File: src/rtl/dcfcc_pkg.sv
// shared types and constants for the contact force block
package dcfcc_pkg;

    localparam int FW = 32;
    localparam int MW = 16;
    localparam int STEPS = 32;

    typedef struct packed {
        logic signed [FW-1:0] tangential_force_x;
        logic signed [FW-1:0] tangential_force_y;
        logic signed [FW-1:0] prior_normal_force;
        logic signed [FW-1:0] indentation;
        logic [FW-1:0]        normal_stiffness;
        logic                 bond_broken;
        logic [MW-1:0]        friction_coefficient;
    } t_item_in;

    typedef struct packed {
        logic signed [FW-1:0] result_force_x;
        logic signed [FW-1:0] result_force_y;
        logic signed [FW-1:0] result_normal_force;
    } t_item_out;

    typedef struct packed {
        logic signed [FW-1:0] fx;
        logic signed [FW-1:0] fy;
        logic signed [FW-1:0] fn;
        logic                 cap;
        logic [2*FW-1:0]      dx;
        logic [2*FW-1:0]      dy;
    } t_side;

    typedef struct packed {
        logic [FW+2:0]   rem;
        logic [FW-1:0]   root;
        logic [2*FW-1:0] rad;
    } t_sqrt;

    typedef struct packed {
        logic [FW-1:0] rem;
        logic [FW-1:0] lo;
        logic [FW-1:0] quo;
    } t_lane;

endpackage

File: src/rtl/dcfcc_div_cell.sv
// one quotient bit for both scaled components
module dcfcc_div_cell (
    input  logic             i_clk,
    input  logic             i_rst_n,
    input  logic             i_vld,
    input  dcfcc_pkg::t_side i_side,
    input  logic [31:0]      i_div,
    input  dcfcc_pkg::t_lane i_x,
    input  dcfcc_pkg::t_lane i_y,
    output logic             o_vld,
    output dcfcc_pkg::t_side o_side,
    output logic [31:0]      o_div,
    output dcfcc_pkg::t_lane o_x,
    output dcfcc_pkg::t_lane o_y
);

    logic             r_vld;
    dcfcc_pkg::t_side r_side;
    logic [31:0]      r_div;
    dcfcc_pkg::t_lane r_x, r_y;
    logic [32:0]      sx, sy;
    logic             gx, gy;

    assign sx = {i_x.rem, i_x.lo[31]};
    assign sy = {i_y.rem, i_y.lo[31]};
    assign gx = sx >= {1'b0, i_div};
    assign gy = sy >= {1'b0, i_div};

    always_ff @(posedge i_clk) begin
        if (!i_rst_n) begin
            r_vld <= 1'b0;
        end else begin
            r_vld <= i_vld;
        end
    end

    always_ff @(posedge i_clk) begin
        r_side  <= i_side;
        r_div   <= i_div;
        r_x.rem <= gx ? 32'(sx - {1'b0, i_div}) : sx[31:0];
        r_x.lo  <= {i_x.lo[30:0], 1'b0};
        r_x.quo <= {i_x.quo[30:0], gx};
        r_y.rem <= gy ? 32'(sy - {1'b0, i_div}) : sy[31:0];
        r_y.lo  <= {i_y.lo[30:0], 1'b0};
        r_y.quo <= {i_y.quo[30:0], gy};
    end

    assign o_vld  = r_vld;
    assign o_side = r_side;
    assign o_div  = r_div;
    assign o_x    = r_x;
    assign o_y    = r_y;

endmodule

File: config.mk
export PLATFORM = sky130hd
export DESIGN_NAME = dcfcc_div_cell
export DESIGN_NICKNAME = d
export VERILOG_FILES = /design/src/rtl/dcfcc_pkg.sv /design/src/rtl/dcfcc_div_cell.sv
export SDC_FILE = /design/constraint.sdc
export NUM_CORES = 1
export LEC_CHECK = 0
export BUFFER_PORTS_ARGS = -buffer_cell sky130_fd_sc_hd__clkbuf_2
export CELL_PAD_IN_SITES_DETAIL_PLACEMENT = 1
export CELL_PAD_IN_SITES_GLOBAL_PLACEMENT = 2
export CORE_AREA = 2 2 355 357
export DETAILED_ROUTE_END_ITERATION = 8
export DIE_AREA = 0 0 357 359
export GPL_TIMING_DRIVEN = 1
export PLACE_DENSITY_LB_ADDON = 0.1
export SKIP_LAST_GASP = 1
export SYNTH_ARGS = -nofsm -noshare
export SYNTH_HDL_FRONTEND = slang
export SYNTH_SLANG_ARGS = --single-unit
export TNS_END_PERCENT = 20
File: constraint.sdc
create_clock -name i_clk -period 3.5 [get_ports i_clk]
set_input_delay 0.175 -clock i_clk [delete_from_list [all_inputs] [get_ports i_clk]]
set_output_delay 0.175 -clock i_clk [all_outputs]
set_load 0.1 [all_outputs]
==> flow_summary.yaml <==
grt:
  antenna_found_initial: 48
  overflow: 0
  grt_start_max_net_pins: 27
  grt_pass1_vias: 15000
  grt_usage_pct: 15.1
  grt_pass1_wl_um: 132000
yosys:
  yosys.area_share.simple_pct: 6.38
  synth_top_family_by_area: "compound AO/OA/AOI/OAI gates"
  synthAdderAreaFrac_pct: 6.40
  synth.avg_cell_area_um2: 12.4
  synth_cell_types: 56
  synth_ff_type: "dfxtp_1"
  synth_seq_area_share_pct: 68.2
  synth_xor_area_share_pct: 3.93
  synth_mux_area_share_pct: 2.89
  synthCells: 1060
  synth-seq-cells: 448
  netlist_area_mm2: 0.0131
  async_flop_share_pct: 0
  synth-edff-count: 0
  synth_compound_area_share_pct: 9.75
  yosys_warnings: 0
finish:
  layout-drive-gt1-share_pct: 41.6
  nFillCells: 14400
  final_cells: 4188
  final_common_cell: "clkbuf_2"
  fin_area_mm2: 0.0265
  final_util_pct: 21.3
  syn2layout_area_growth_pct: 102
  num-nets-final: 2993
  layout_common_cells: "897 x clkbuf_2, 448 x dlygate4sd3_1, 448 x dfxtp_1"
placement:
  gp_routability_congestion: 0.854
  hpwl_um: 85900
  port_buffers: 897
  dp_cells: 3617
  place_area_mm2: 0.0199
drt:
  dr.pass1.iters: 4
  avgViaCountPerCell: 3.27
  routed_wirelength_um: 99900
  wl_per_cell_um: 23.9
  vias: 13700
  drc: 0
  drtIter0Drc: 450
  drtAntennaViolNets: 0
status:
  status: "complete, no violations"
pwr:
  p_leak_nw: 12.5
  p_total_mw: 17.6
  pwr_density_cell_mw_per_mm2: 663
  ir_drop_mv: 0.500
worst_setup_path:
  cp-start-kind: "primary input"
  path_buf_inv: 6
  crit_fanout: 21
  cp_slowest_cell: "dlygate4sd3_1"
  endpoint_kind: "flop"
  cpPeakStageDelay_ps: 550
  critPathKind: "in -> reg"
  crit_top_cell: "buf_4"
  required_ps: 4020
  cp_top_family: "buffers and inverters"
  crit_path_cell_trace: "dlygate4sd3_1 -> clkbuf_2 -> inv_1 -> ha_1 -> or2_2 -> a22o_1 -> o21ai_0 -> buf_4 -> o21ai_1 -> buf_4 -> o21ai_2 -> or3_1 -> a21oi_2 -> a2111oi_4 -> buf_12 -> mux2_1"
  worstPathArrival_ps: 3730
  critPathLaunch: "i_div[5]"
floorplanning:
  coreArea_mm2: 0.125
  num_io_pins: 902
  die_w_um: 357
  die_area_mm2: 0.128
  die_h_um: 359
  initial_core_util_pct: 10.6
  rows: 130
clock_network:
  clkTransAtPathRegs_ps: 60
  cts_root_buf: "clkbuf_16"
  htreeDepth: 2
  cts_tree: "yes"
  clockBufferDepth: 3
  cts_made_buffers: 58
  cts_sinks: 448
timing:
  max_freq_mhz: 311
  hold_viol: 0
  rsz0062_at_grt: "false"
  slew_headroom_pct: 44.0
  min_period_ps: 3220
  drv_slew: 0
  worst_pin_slew_ps: 843
  finalCritPeriodShare_pct: 91.9
  setup_violations: 0
  whs_ps: 169
flow_run:
  maxCapViolCount: 0
worst_hold_path:
  hp-class: "in -> reg"
  hold_depth: 2
  min-delay-start: "i_side[161]"
  min_to: "o_side[161]"
-- registers in the layout (all words and copies together) (netlist names) --
signal and flops:
o_vld 1, o_y 95, o_side 225, o_div 32, o_x 95
-- synthesized netlist by cell type (6+ instances only) --
cell type  number  area [um^2]
dfxtp_1       448         8970
a21oi_1        54          270
nor3_1          6         30.0
inv_1          49          184
o21ai_0        57          285
nor2_1         30          113
nand3_1        13         65.1
nand2b_1        9         56.3
a31oi_1        12         75.1
o21bai_1        6         45.0
nand4_1        14         87.6
and3_1          6         37.5
xor2_1         28          245
xnor2_1        31          272
nand2_1        64          240
nor2b_1        13         81.3
mux2_1         27          304
ha_1           64          801
a21o_1         27          203
clkbuf_1       21         78.8
-- worst max path at each step --
stage | depth (start not counted) | slack (ps) | end
floorplan | 13 | 600 | o_y[88]
global placement | 15 | 60 | o_y[95]
detailed placement | 15 | -10 | o_y[95]
CTS | 16 | 140 | o_y[95]
global route | 16 | 0.4 | o_y[76]
finish | 16 | 280 | o_y[76]
-- logic make-up after synthesis --
logic type / after synthesis
DFF: 448
AOI/OAI and AO/OA: 202
and+or+nand+nor: 174
buffers and inverters: 76
adders and majority gates: 66
xor gates and xnor gates: 59
muxes: 34
other: 1
-- power breakdown --
| group | total [mW] | internal, mW | leakage (nW) | switching (mW) |
|---|---|---|---|---|
| clock network | 6.55 | 3.98 | 1.02 | 2.57 |
| registers | 5.66 | 5.51 | 3.78 | 0.150 |
| logic | 5.36 | 1.16 | 7.71 | 4.20 |
| total | 17.6 | 10.7 | 12.5 | 6.91 |
-- area by class of cell --
cell class	instances	area, um^2	area share (%)
multi-input combinational	537	3870	14.6
inverter	49	184	0.694
tap	1650	2060	7.79
clock buffer	77	1640	6.21
timing repair buffer	1381	9260	35.0
antenna	14	35.0	0.132
sequential	448	8970	33.9
clock inverter	32	463	1.75
-- per-layer routing --
layer | global-route usage, % | vias up | wire length, um
met5 | 0 | - | 154
met4 | 3.72 | 26 | 2700
met3 | 7.87 | 123 | 11800
met2 | 24.8 | 579 | 45800
met1 | 17.1 | 6487 | 39500
li1 | - | 6466 | -
-- stage by stage --
stage,setup TNS (ps),setup WS (ps)
2_1_floorplan,0,601
3_3_place_gp,0,55.0
3_5_place_dp,-37.7,-12.3
4_1_cts,0,140
5_1_grt,0,0.445
6_report,0,283
-- timing repair --
action,CTS,global route
endpoints found under the setup margin,0,31
setup buffers,0,0
gates resized for setup,0,3
hold endpoints to repair,447,0
hold buffers,448,0
No activity file was read; power rests on OpenSTA's default activity.
