[src/rtl/dcfcc_pkg.sv]
// shared types and constants for the contact force block
package dcfcc_pkg;

    localparam int FW = 32;
    localparam int MW = 16;
    localparam int STEPS = 32;

    typedef struct packed {
        logic signed [FW-1:0] tangential_force_x;
        logic signed [FW-1:0] tangential_force_y;
        logic signed [FW-1:0] prior_normal_force;
        logic signed [FW-1:0] indentation;
        logic [FW-1:0]        normal_stiffness;
        logic                 bond_broken;
        logic [MW-1:0]        friction_coefficient;
    } t_item_in;

    typedef struct packed {
        logic signed [FW-1:0] result_force_x;
        logic signed [FW-1:0] result_force_y;
        logic signed [FW-1:0] result_normal_force;
    } t_item_out;

    typedef struct packed {
        logic signed [FW-1:0] fx;
        logic signed [FW-1:0] fy;
        logic signed [FW-1:0] fn;
        logic                 cap;
        logic [2*FW-1:0]      dx;
        logic [2*FW-1:0]      dy;
    } t_side;

    typedef struct packed {
        logic [FW+2:0]   rem;
        logic [FW-1:0]   root;
        logic [2*FW-1:0] rad;
    } t_sqrt;

    typedef struct packed {
        logic [FW-1:0] rem;
        logic [FW-1:0] lo;
        logic [FW-1:0] quo;
    } t_lane;

endpackage

[src/rtl/dcfcc_sqrt_cell.sv]
// one root digit of the square root chain
module dcfcc_sqrt_cell (
    input  logic             i_clk,
    input  logic             i_rst_n,
    input  logic             i_vld,
    input  dcfcc_pkg::t_side i_side,
    input  dcfcc_pkg::t_sqrt i_st,
    output logic             o_vld,
    output dcfcc_pkg::t_side o_side,
    output dcfcc_pkg::t_sqrt o_st
);

    logic             r_vld;
    dcfcc_pkg::t_side r_side;
    dcfcc_pkg::t_sqrt r_st;
    logic [34:0]      rem_sh;
    logic [34:0]      trial;
    logic             ge;

    assign rem_sh = {i_st.rem[32:0], i_st.rad[63:62]};
    assign trial  = {1'b0, i_st.root, 2'b01};
    assign ge     = rem_sh >= trial;

    always_ff @(posedge i_clk) begin
        if (!i_rst_n) begin
            r_vld <= 1'b0;
        end else begin
            r_vld <= i_vld;
        end
    end

    always_ff @(posedge i_clk) begin
        r_side    <= i_side;
        r_st.rem  <= ge ? rem_sh - trial : rem_sh;
        r_st.root <= {i_st.root[30:0], ge};
        r_st.rad  <= {i_st.rad[61:0], 2'b00};
    end

    assign o_vld  = r_vld;
    assign o_side = r_side;
    assign o_st   = r_st;

endmodule

[config.mk]
export PLATFORM = sky130hd
export DESIGN_NAME = dcfcc_sqrt_cell
export DESIGN_NICKNAME = d
export VERILOG_FILES = /design/src/rtl/dcfcc_pkg.sv /design/src/rtl/dcfcc_sqrt_cell.sv
export SDC_FILE = /design/constraint.sdc
export NUM_CORES = 1
export LEC_CHECK = 0
export BUFFER_PORTS_ARGS = -buffer_cell sky130_fd_sc_hd__buf_2
export CAP_MARGIN = 20
export CORE_AREA = 2 2 276 278
export DETAILED_ROUTE_END_ITERATION = 10
export DIE_AREA = 0 0 278 280
export HOLD_SLACK_MARGIN = 0.02
export SYNTH_ARGS = -nofsm -noshare
export SYNTH_HDL_FRONTEND = slang
export SYNTH_SLANG_ARGS = --single-unit
export TNS_END_PERCENT = 30
[constraint.sdc]
create_clock -name i_clk -period 2.3 [get_ports i_clk]
set_input_delay 0.23 -clock i_clk [delete_from_list [all_inputs] [get_ports i_clk]]
set_output_delay 0.23 -clock i_clk [all_outputs]
set_load 0.02 [all_outputs]
==> results of run 1 <==
==> final cells by class <==
type / instances / area, um^2
clock inverter: 24 / 280
timing repair buffer: 1192 / 8100
inverter: 45 / 174
antenna: 12 / 30.0
fill: 7837 / 54600
sequential: 355 / 7110
tap: 978 / 1220
clock buffer: 53 / 1180
multi-input combinational: 300 / 2530
==> routing by layer <==
layer | wire length (um) | share of wire (%) | GRT usage, % | up-vias
met2 | 27400 | 46 | 23.6 | 459
met1 | 22900 | 38 | 16.0 | 4563
li1 | - | - | - | 4855
met4 | 1800 | 3.0 | 4.39 | 30
met5 | 197 | 0.33 | 0 | -
met3 | 7820 | 13 | 8.59 | 110
==> cell families after synthesis <==
group | count (synthesis) | synth area share [%]
and+or+nand+nor | 95 | 5.13
muxes | 32 | 4.57
buffers and inverters | 55 | 2.65
DFF | 355 | 72.7
AOI/OAI and AO/OA | 106 | 7.77
adders and majority gates | 34 | 4.35
other | 1 | 0.0384
xor gates and xnor gates | 31 | 2.78
==> repair_timing <==
| action | in CTS | in global routing |
|---|---|---|
| endpoints found under the setup margin | 0 | 23 |
| hold endpoints to repair | 352 | 0 |
| buffers inserted | 0 | 1 |
| hold buffers | 353 | 0 |
| gates resized for setup | 0 | 7 |
==> registers in the layout, indices dropped and copies added (netlist names) <==
register  cells
o_vld         1
o_side      225
o_st        129
==> final timing paths <==
path              startpoint                 to  slack, ns  depth (start not counted)
setup / recovery    i_st[64]  o_st[124]$_DFF_P_       0.06                         13
hold / removal      i_st[63]   o_st[97]$_DFF_P_       0.17                          5
==> through the flow <==
stage	setup TNS [ns]	hold slack, ns
floorplan	-4.01	0.258
global route	-0.196	0.177
detailed placement	-18.37	0.334
global placement	-17.25	0.332
finish	0	0.171
CTS	0	0.128
==> layout by cell type, fill, tap and decap left out, drive strengths merged, types with 2 or more instances in the layout <==
master	count
a211o	2
a211oi	3
a21o	9
a21oi	35
a221o	2
a311oi	2
and2	5
and3	5
buf	838
bufinv	4
clkbuf	54
clkinv	12
clkinvlp	6
conb	2
dfxtp	355
diode	12
dlygate4sd3	353
ha	34
inv	47
mux2	29
mux2i	3
nand2	24
nand2b	2
nand3	3
nand3b	2
nand4	8
nor2	23
nor2b	4
nor3	12
o211ai	4
o21a	11
o21ai	20
o21bai	4
o31ai	3
xnor2	20
xor2	11
==> power groups by stage <==
| stage | clock network, mW | registers (mW) | logic [mW] |
|---|---|---|---|
| global route | 7.52 | 6.75 | 3.43 |
| CTS | 7.31 | 6.72 | 3.21 |
| global placement | 0 | 6.85 | 2.66 |
| detailed placement | 0 | 6.84 | 2.67 |
| floorplan | 0 | 7.39 | 0.749 |
| finish | 7.06 | 6.72 | 3.20 |
==> tightest hold or removal path, stage by stage <==
cell,delay (ns)
sky130_fd_sc_hd__buf_2,0.11
sky130_fd_sc_hd__inv_1,0.07
sky130_fd_sc_hd__buf_4,0.11
sky130_fd_sc_hd__mux2i_1,0.06
sky130_fd_sc_hd__buf_4,0.12
==> run summary, run 1 <==
number of top-level pins: 716
part of the power in combinational logic: 18.8%
status: complete, no violations
layout cells sized above 1: 49.5%
Critical Path Slowest Stage Cell: sky130_fd_sc_hd__a311oi_4
switching portion of total power: 27.8%
global-route wire length before repair: 79200 um
Die Y-Extent: 280 um
global route overflow: 0
total iterations of the first detailed-routing run: 4
mean instance size in the synthesized netlist: 13.8 um^2
minimum period implied by the final worst setup slack: 2.24 ns
max-slew violation count: 0
Placement Setup Slack: -0.563 ns
Post-synth EDFFs: 0
Crit. End Element: flop
LEAKAGE: 9.87 nW
highest cell delay on the worst timing path: 0.42 ns
Final Cycle Share: 97.4%
count of input and output buffers: 711
Worst slew margin: 63.5%
design internal power: 12.3 mW
vias in the first global route: 10500
final setup violation count: 0
vias per cell: 3.39
final instance area: 20600 um^2
pin slew with the least headroom to its limit: 0.541 ns
final weighted congestion in routability-driven placement: 0.829
dpl cell area: 15500 um^2
Warnings, synthesis: 0
most numerous cell types in the synthesized netlist: sky130_fd_sc_hd__dfxtp_1 (355), sky130_fd_sc_hd__inv_1 (44), sky130_fd_sc_hd__ha_1 (34)
arrival time at the worst endpoint: 2.68 ns
number of storage elements in the synthesis netlist: 355
Crit Path Class: in2reg
area growth from synthesis to layout: 111%
switching pwr: 4.71 mW
effective utilization at floorplan: 13.0%
family with the most delay on the worst path: compound AO/OA/AOI/OAI gates
power density relative to cell area: 823 nW/um^2
Std-Cell Core Area: 75200 um^2
Max-Cap Viols: 0
Yosys cell types: 62
cell breakdown of the critical path: buf_2 -> inv_2 -> ha_4 -> o21a_1 -> o211ai_2 -> a311oi_4 -> o21a_4 -> a311oi_4 -> nor3_4 -> nor2_4 -> buf_12 -> buf_4 -> mux2_4
total detailed-routing wirelength: 60200 um
buffer type at the clock tree root: sky130_fd_sc_hd__clkbuf_16
dominant cell type by area after synthesis: sky130_fd_sc_hd__dfxtp_1
final hold violations: 0
required time at the worst-slack endpoint: 2.74 ns
number of buffers on the longest clock path: 3
number of remaining DRC errors: 0
CP bufs+invs: 4
highest ir drop seen on vdd: 0.532 mV
fraction of registers with async set or reset after synthesis: 0%
antenna-violating nets left: 0
Detailed Place HPWL: 47500 um
most used cell, CP: sky130_fd_sc_hd__a311oi_4
Post-Synthesis Cell Area: 9770 um^2
power share of the sequential group: 39.6%
width of the chip: 278 um
proportion of power drawn by the clock network: 41.6%
CTS H-tree lvls: 2
antenna violations before repair: 33
via count: 10000
clock transition at the registers of the reported paths: 0.06 ns
combined global-route utilization of all metal layers: 14.6%
area share of the largest cell type after synthesis: 72.7%
most common cell in the netlist: sky130_fd_sc_hd__dfxtp_1
floorplan row count: 101
worst-path fanout max: 6
final core area utilization: 27.4%
most used flip-flop cell after synthesis: sky130_fd_sc_hd__dfxtp_1
Setup crit start kind: primary input
net count reported at finish: 2330
type of the most critical hold path: in2reg
final standard cell count with taps included and fillers excluded: 2959
min setup slack post-route: 0.0597 ns
number of buffers created by CTS: 43
sequential area share after synthesis: 72.7%
first-iteration detailed-routing DRC count: 340
clock tree from TritonCTS: done
Power, Total: 17.0 mW
biggest area contributors in the synthesized netlist: sky130_fd_sc_hd__dfxtp_1 (73%), sky130_fd_sc_hd__ha_1 (4.4%), sky130_fd_sc_hd__mux2_4 (3.7%), sky130_fd_sc_hd__xnor2_1 (1.8%), sky130_fd_sc_hd__inv_1 (1.7%)
f_max: 446 MHz
Clock Sinks: 355
floorplan die area: 77800 um^2
pin count of the biggest net entering global routing: 20
count of mapped cells out of synthesis: 709
count of placed standard cells including taps: 2514
routed length per placed instance: 20.3 um
No activity file was read; power rests on OpenSTA's default activity.
==> run 2: changes to the inputs <==
--- a/config.mk
+++ b/config.mk
@@ -11,6 +11,7 @@
 export DETAILED_ROUTE_END_ITERATION = 10
 export DIE_AREA = 0 0 278 280
 export HOLD_SLACK_MARGIN = 0.02
+export PLACE_DENSITY_LB_ADDON = 0.3
 export SYNTH_ARGS = -nofsm -noshare
 export SYNTH_HDL_FRONTEND = slang
 export SYNTH_SLANG_ARGS = --single-unit
==> run summary, run 2 (synthesis results as in run 1) <==
number of buffers created by CTS: 44 (+2.3%)
max-slew violation count: 0 (unchanged)
minimum period implied by the final worst setup slack: 2.24 ns (-0.00449 ns)
via count: 10100 (+0.50%)
clock transition at the registers of the reported paths: 0.06 ns (about the same)
final weighted congestion in routability-driven placement: 0.833 (+0.58%)
min setup slack post-route: 0.0642 ns (+0.00449 ns)
Std-Cell Core Area: 75200 um^2 (unchanged)
type of the most critical hold path: in2reg
Post-CTS Repair Setup Buffers: 0 (unchanged)
part of the power in combinational logic: 18.2% (-0.6 points)
final instance area: 20600 um^2 (about the same)
Placement Setup Slack: -0.646 ns (-0.0828 ns)
Final Cycle Share: 97.2% (-0.20 points)
floorplan row count: 101 (unchanged)
Power, Total: 17.3 mW (+2.1%)
f_max: 447 MHz (+0.20%)
pin count of the biggest net entering global routing: 27 (+35%)
clock tree from TritonCTS: done
count of input and output buffers: 711 (unchanged)
routed length per placed instance: 19.3 um (-5.1%)
multi-input logic area: 2540 um^2 (+0.59%)
total detailed-routing wirelength: 56900 um (-5.4%)
worst-path fanout max: 26 (+20)
switching portion of total power: 26.8% (-0.93 points)
Max-Cap Viols: 0 (unchanged)
RSZ-0062 raised after global routing: yes
worst-case hold slack: 0.125 ns (-0.0459 ns)
count of placed standard cells including taps: 2505 (-0.36%)
total iterations of the first detailed-routing run: 4 (unchanged)
highest ir drop seen on vdd: 0.430 mV (-19%)
number of top-level pins: 716 (unchanged)
buffer type at the clock tree root: sky130_fd_sc_hd__clkbuf_16
final core area utilization: 27.4% (about the same)
floorplan die area: 77800 um^2 (unchanged)
layout cells sized above 1: 49.2% (-0.26 points)
final standard cell count with taps included and fillers excluded: 2948 (-0.37%)
most frequent cells in the layout: sky130_fd_sc_hd__buf_2 (711), sky130_fd_sc_hd__dfxtp_1 (355), sky130_fd_sc_hd__dlygate4sd3_1 (353), sky130_fd_sc_hd__buf_4 (115), sky130_fd_sc_hd__clkbuf_16 (46)
Largest register FFs: 225 (unchanged)
Clock Sinks: 355 (unchanged)
Detailed Place HPWL: 45700 um (-3.9%)
final setup violation count: 0 (unchanged)
area growth from synthesis to layout: 111% (about the same)
power density relative to cell area: 840 nW/um^2 (+2.1%)
global route overflow: 0 (unchanged)
Crit. End Element: flop
commonest non-fill, non-tap cell in the layout: sky130_fd_sc_hd__buf_2
first-iteration detailed-routing DRC count: 270 (-21%)
arrival time at the worst endpoint: 2.68 ns (about the same)
Crit Path Class: in2reg
number of buffers on the longest clock path: 3 (unchanged)
Setup crit start kind: primary input
vias per cell: 3.41 (+0.87%)
final hold violations: 0 (unchanged)
proportion of power drawn by the clock network: 43.0% (+1.4 points)
LEAKAGE: 9.87 nW (about the same)
Sequential Area: 7110 um^2 (unchanged)
setup TNS: 0 ns (unchanged)
global-route wire length before repair: 77400 um (-2.4%)
number of remaining DRC errors: 0 (unchanged)
design internal power: 12.7 mW (+3.4%)
antenna violations before repair: 31 (-6.1%)
power share of the sequential group: 38.8% (-0.8 points)
combined global-route utilization of all metal layers: 13.9% (-0.64 points)
effective utilization at floorplan: 13.0% (unchanged)
Die Y-Extent: 280 um (unchanged)
status: complete, no violations
final-layout fill cell count: 7864 (+0.34%)
width of the chip: 278 um (unchanged)
switching pwr: 4.65 mW (-1.4%)
CTS H-tree lvls: 2 (unchanged)
dpl cell area: 15500 um^2 (-0.43%)
antenna-violating nets left: 0 (unchanged)
net count reported at finish: 2319 (-0.47%)
required time at the worst-slack endpoint: 2.74 ns (about the same)
vias in the first global route: 10900 (+4.0%)
==> run 2: path summary, 6_finish.rpt <==
path | from | end | slack (ns) | cells past startpoint
worst max-delay path | i_st[102] | o_st[100]$_DFF_P_ | 0.06 | 11
worst min-delay path | i_st[63] | o_st[97]$_DFF_P_ | 0.13 | 4
==> run 2: what timing repair did <==
action	CTS	global route
pin swaps	0	1
endpoints found under the setup margin	1	32
hold buffers	353	0
hold endpoints to repair	352	0
gates resized for setup	1	6
==> run 2: routing by layer <==
layer / vias up / GRT usage, % / wire length (um)
met5: - / 0 / 207
met4: 32 / 8.37 / 3830
met3: 121 / 6.46 / 5720
met2: 411 / 22.2 / 25600
met1: 4669 / 15.2 / 21600
li1: 4834 / - / -
==> run 2: worst max-delay path: stages <==
cell	delay, ns
sky130_fd_sc_hd__buf_2	0.13
sky130_fd_sc_hd__ha_4	0.26
sky130_fd_sc_hd__and4_1	0.23
sky130_fd_sc_hd__nand3b_1	0.20
sky130_fd_sc_hd__o2111a_1	0.28
sky130_fd_sc_hd__o21a_4	0.14
sky130_fd_sc_hd__a311oi_4	0.33
sky130_fd_sc_hd__nor3_4	0.10
sky130_fd_sc_hd__nor2_4	0.14
sky130_fd_sc_hd__buf_12	0.23
sky130_fd_sc_hd__mux2_2	0.38
==> run 2: layout make-up <==
cell class	count	area share, %
multi-input combinational	300	12.3
clock buffer	57	6.12
antenna	11	0.134
tap	978	5.93
timing repair buffer	1180	38.7
clock inverter	22	1.49
inverter	45	0.843
sequential	355	34.5
==> run 2: power groups by stage <==
stage / Combinational, mW / Sequential (mW) / Clock [mW]
2_1_floorplan: 0.749 / 7.39 / 0
3_3_place_gp: 2.66 / 6.86 / 0
3_5_place_dp: 2.66 / 6.85 / 0
4_1_cts: 3.19 / 6.73 / 7.76
5_1_grt: 3.36 / 6.76 / 7.98
6_report: 3.15 / 6.73 / 7.45
==> run 3: changes to the inputs <==
--- a/config.mk
+++ b/config.mk
@@ -11,7 +11,7 @@
 export DETAILED_ROUTE_END_ITERATION = 10
 export DIE_AREA = 0 0 278 280
 export HOLD_SLACK_MARGIN = 0.02
-export PLACE_DENSITY_LB_ADDON = 0.3
+export PLACE_DENSITY = 0.46
 export SYNTH_ARGS = -nofsm -noshare
 export SYNTH_HDL_FRONTEND = slang
 export SYNTH_SLANG_ARGS = --single-unit
==> run summary, run 3 (synthesis results as in run 1) <==
count of input and output buffers: 711 (unchanged)
Setup crit start kind: primary input
final core area utilization: 27.4% (about the same)
CTS H-tree lvls: 2 (unchanged)
net count reported at finish: 2329 (+0.43%)
final instance area: 20600 um^2 (about the same)
final setup violation count: 0 (unchanged)
type of the most critical hold path: in2reg
final hold violations: 0 (unchanged)
combined global-route utilization of all metal layers: 13.8% (-0.19 points)
Crit Path Class: in2reg
part of the power in combinational logic: 18.6% (+0.4 points)
arrival time at the worst endpoint: 2.71 ns (+0.03 ns)
switching pwr: 4.82 mW (+3.8%)
timing endpoint of the critical path: o_st[101]$_DFF_P_
Worst slew margin: 64.1%
layout cells sized above 1: 49.3% (+0.081 points)
buffer type at the clock tree root: sky130_fd_sc_hd__clkbuf_16
highest ir drop seen on vdd: 0.484 mV (+12%)
Crit. End Element: flop
min setup slack post-route: 0.0754 ns (+0.0112 ns)
f_max: 450 MHz (+0.50%)
first-iteration detailed-routing DRC count: 281 (+4.1%)
proportion of power drawn by the clock network: 42.1% (-0.9 points)
Final Cycle Share: 96.7% (-0.49 points)
Die Y-Extent: 280 um (unchanged)
final standard cell count with taps included and fillers excluded: 2954 (+0.20%)
power share of the sequential group: 39.2% (+0.4 points)
power density relative to cell area: 830 nW/um^2 (-1.2%)
dpl cell area: 15600 um^2 (+0.65%)
width of the chip: 278 um (unchanged)
via count: 10000 (-0.27%)
global-route wire length before repair: 76700 um (-0.82%)
number of top-level pins: 716 (unchanged)
vias in the first global route: 11000 (+0.98%)
Std-Cell Core Area: 75200 um^2 (unchanged)
antenna-violating nets left: 0 (unchanged)
commonest non-fill, non-tap cell in the layout: sky130_fd_sc_hd__buf_2
total iterations of the first detailed-routing run: 4 (unchanged)
floorplan die area: 77800 um^2 (unchanged)
Placement Setup Slack: -0.538 ns (+0.108 ns)
clock tree from TritonCTS: done
area growth from synthesis to layout: 111% (about the same)
number of remaining DRC errors: 0 (unchanged)
count of placed standard cells including taps: 2515 (+0.40%)
most frequent cells in the layout: sky130_fd_sc_hd__buf_2 (711), sky130_fd_sc_hd__dfxtp_1 (355), sky130_fd_sc_hd__dlygate4sd3_1 (353), sky130_fd_sc_hd__buf_4 (123), sky130_fd_sc_hd__clkbuf_16 (45)
floorplan row count: 101 (unchanged)
Largest register FFs: 225 (unchanged)
antenna violations before repair: 21 (-32%)
Max-Cap Viols: 0 (unchanged)
required time at the worst-slack endpoint: 2.78 ns (+0.04 ns)
global route overflow: 0 (unchanged)
switching portion of total power: 28.2% (+1.3 points)
effective utilization at floorplan: 13.0% (unchanged)
LEAKAGE: 9.89 nW (+0.27%)
setup TNS: 0 ns (unchanged)
worst-path fanout max: 13 (-50%)
origin of the worst setup path: i_st[94]
status: complete, no violations
pin count of the biggest net entering global routing: 16 (-41%)
Global Route met3 Usage: 6.48% (+0.017 points)
routed length per placed instance: 19.0 um (-1.8%)
number of buffers created by CTS: 44 (unchanged)
Detailed Place HPWL: 44400 um (-2.7%)
layer carrying the most global-route usage: met2
RSZ-0062 raised after global routing: yes
design internal power: 12.3 mW (-3.0%)
pin slew with the least headroom to its limit: 0.534 ns
clock transition at the registers of the reported paths: 0.06 ns (about the same)
Clock Sinks: 355 (unchanged)
final weighted congestion in routability-driven placement: 0.855 (+2.6%)
vias per cell: 3.40 (-0.47%)
minimum period implied by the final worst setup slack: 2.22 ns (-0.0112 ns)
number of buffers on the longest clock path: 3 (unchanged)
worst-case hold slack: 0.0896 ns (-0.0356 ns)
met2 usage in global routing: 22.6% (+0.45 points)
max-slew violation count: 0 (unchanged)
met1 demand-to-capacity share in global routing: 15.2% (about the same)
total detailed-routing wirelength: 56000 um (-1.6%)
Power, Total: 17.1 mW (-1.2%)
==> run 3: cell count changes in the layout (fill, tap and decap cells not counted), sizes merged <==
cell	before	now
inv	50	55
diode	11	6
clkinvlp	3	5
clkbuf	57	54
bufinv	6	3
buf	827	837
==> run 3: per-layer routing <==
metal	routed length [um]	part of all wire, %
met2	26000	46
met5	131	0.23
met3	5700	10
met4	2470	4.4
met1	21700	39
==> run 3: worst min path at each step <==
stage / start / endpoint / slack, ns / depth (start not counted)
global route: i_st[63] / o_st[97]$_DFF_P_ / 0.09 / 4
detailed placement: i_side[49] / o_side[49]$_DFF_P_ / 0.33 / 1
floorplan: i_side[0] / o_side[0]$_DFF_P_ / 0.26 / 0
finish: i_st[63] / o_st[97]$_DFF_P_ / 0.09 / 4
global placement: i_side[181] / o_side[181]$_DFF_P_ / 0.33 / 1
CTS: i_st[63] / o_st[97]$_DFF_P_ / 0.04 / 4
==> run 3: worst max-delay path, stage by stage <==
cell and delay (ns):
sky130_fd_sc_hd__dlygate4sd3_1 0.55, sky130_fd_sc_hd__buf_2 0.14, sky130_fd_sc_hd__inv_1 0.04, sky130_fd_sc_hd__ha_1 0.34
sky130_fd_sc_hd__a21o_1 0.21, sky130_fd_sc_hd__a211oi_1 0.27, sky130_fd_sc_hd__nand2_1 0.15, sky130_fd_sc_hd__nor2_4 0.21
sky130_fd_sc_hd__buf_12 0.19, sky130_fd_sc_hd__mux2_2 0.35
==> run 3: power by group through the flow <==
stage	Sequential (mW)	Combinational, mW	Clock [mW]
floorplan	7.39	0.749	0
global placement	6.85	2.71	0
detailed placement	6.84	2.70	0
CTS	6.72	3.23	7.56
global route	6.75	3.42	7.74
finish	6.72	3.19	7.22
==> run 3: what timing repair did <==
| action | 4_1_cts | 5_1_grt |
|---|---|---|
| hold buffers | 353 | 0 |
| setup endpoints to repair | 0 | 32 |
| buffers inserted | 0 | 0 |
| resized for setup | 0 | 3 |
| hold endpoints to repair | 352 | 0 |
==> run 3: final cells by class <==
class / count / area, um^2
diodes: 6 / 15.0
clock buffers: 54 / 1210
clock inverters: 26 / 302
fillers: 7896 / 54600
inverters: 45 / 174
multi-input cells: 300 / 2530
flip-flops and latches: 355 / 7110
well taps: 978 / 1220
repair buffers: 1190 / 8080
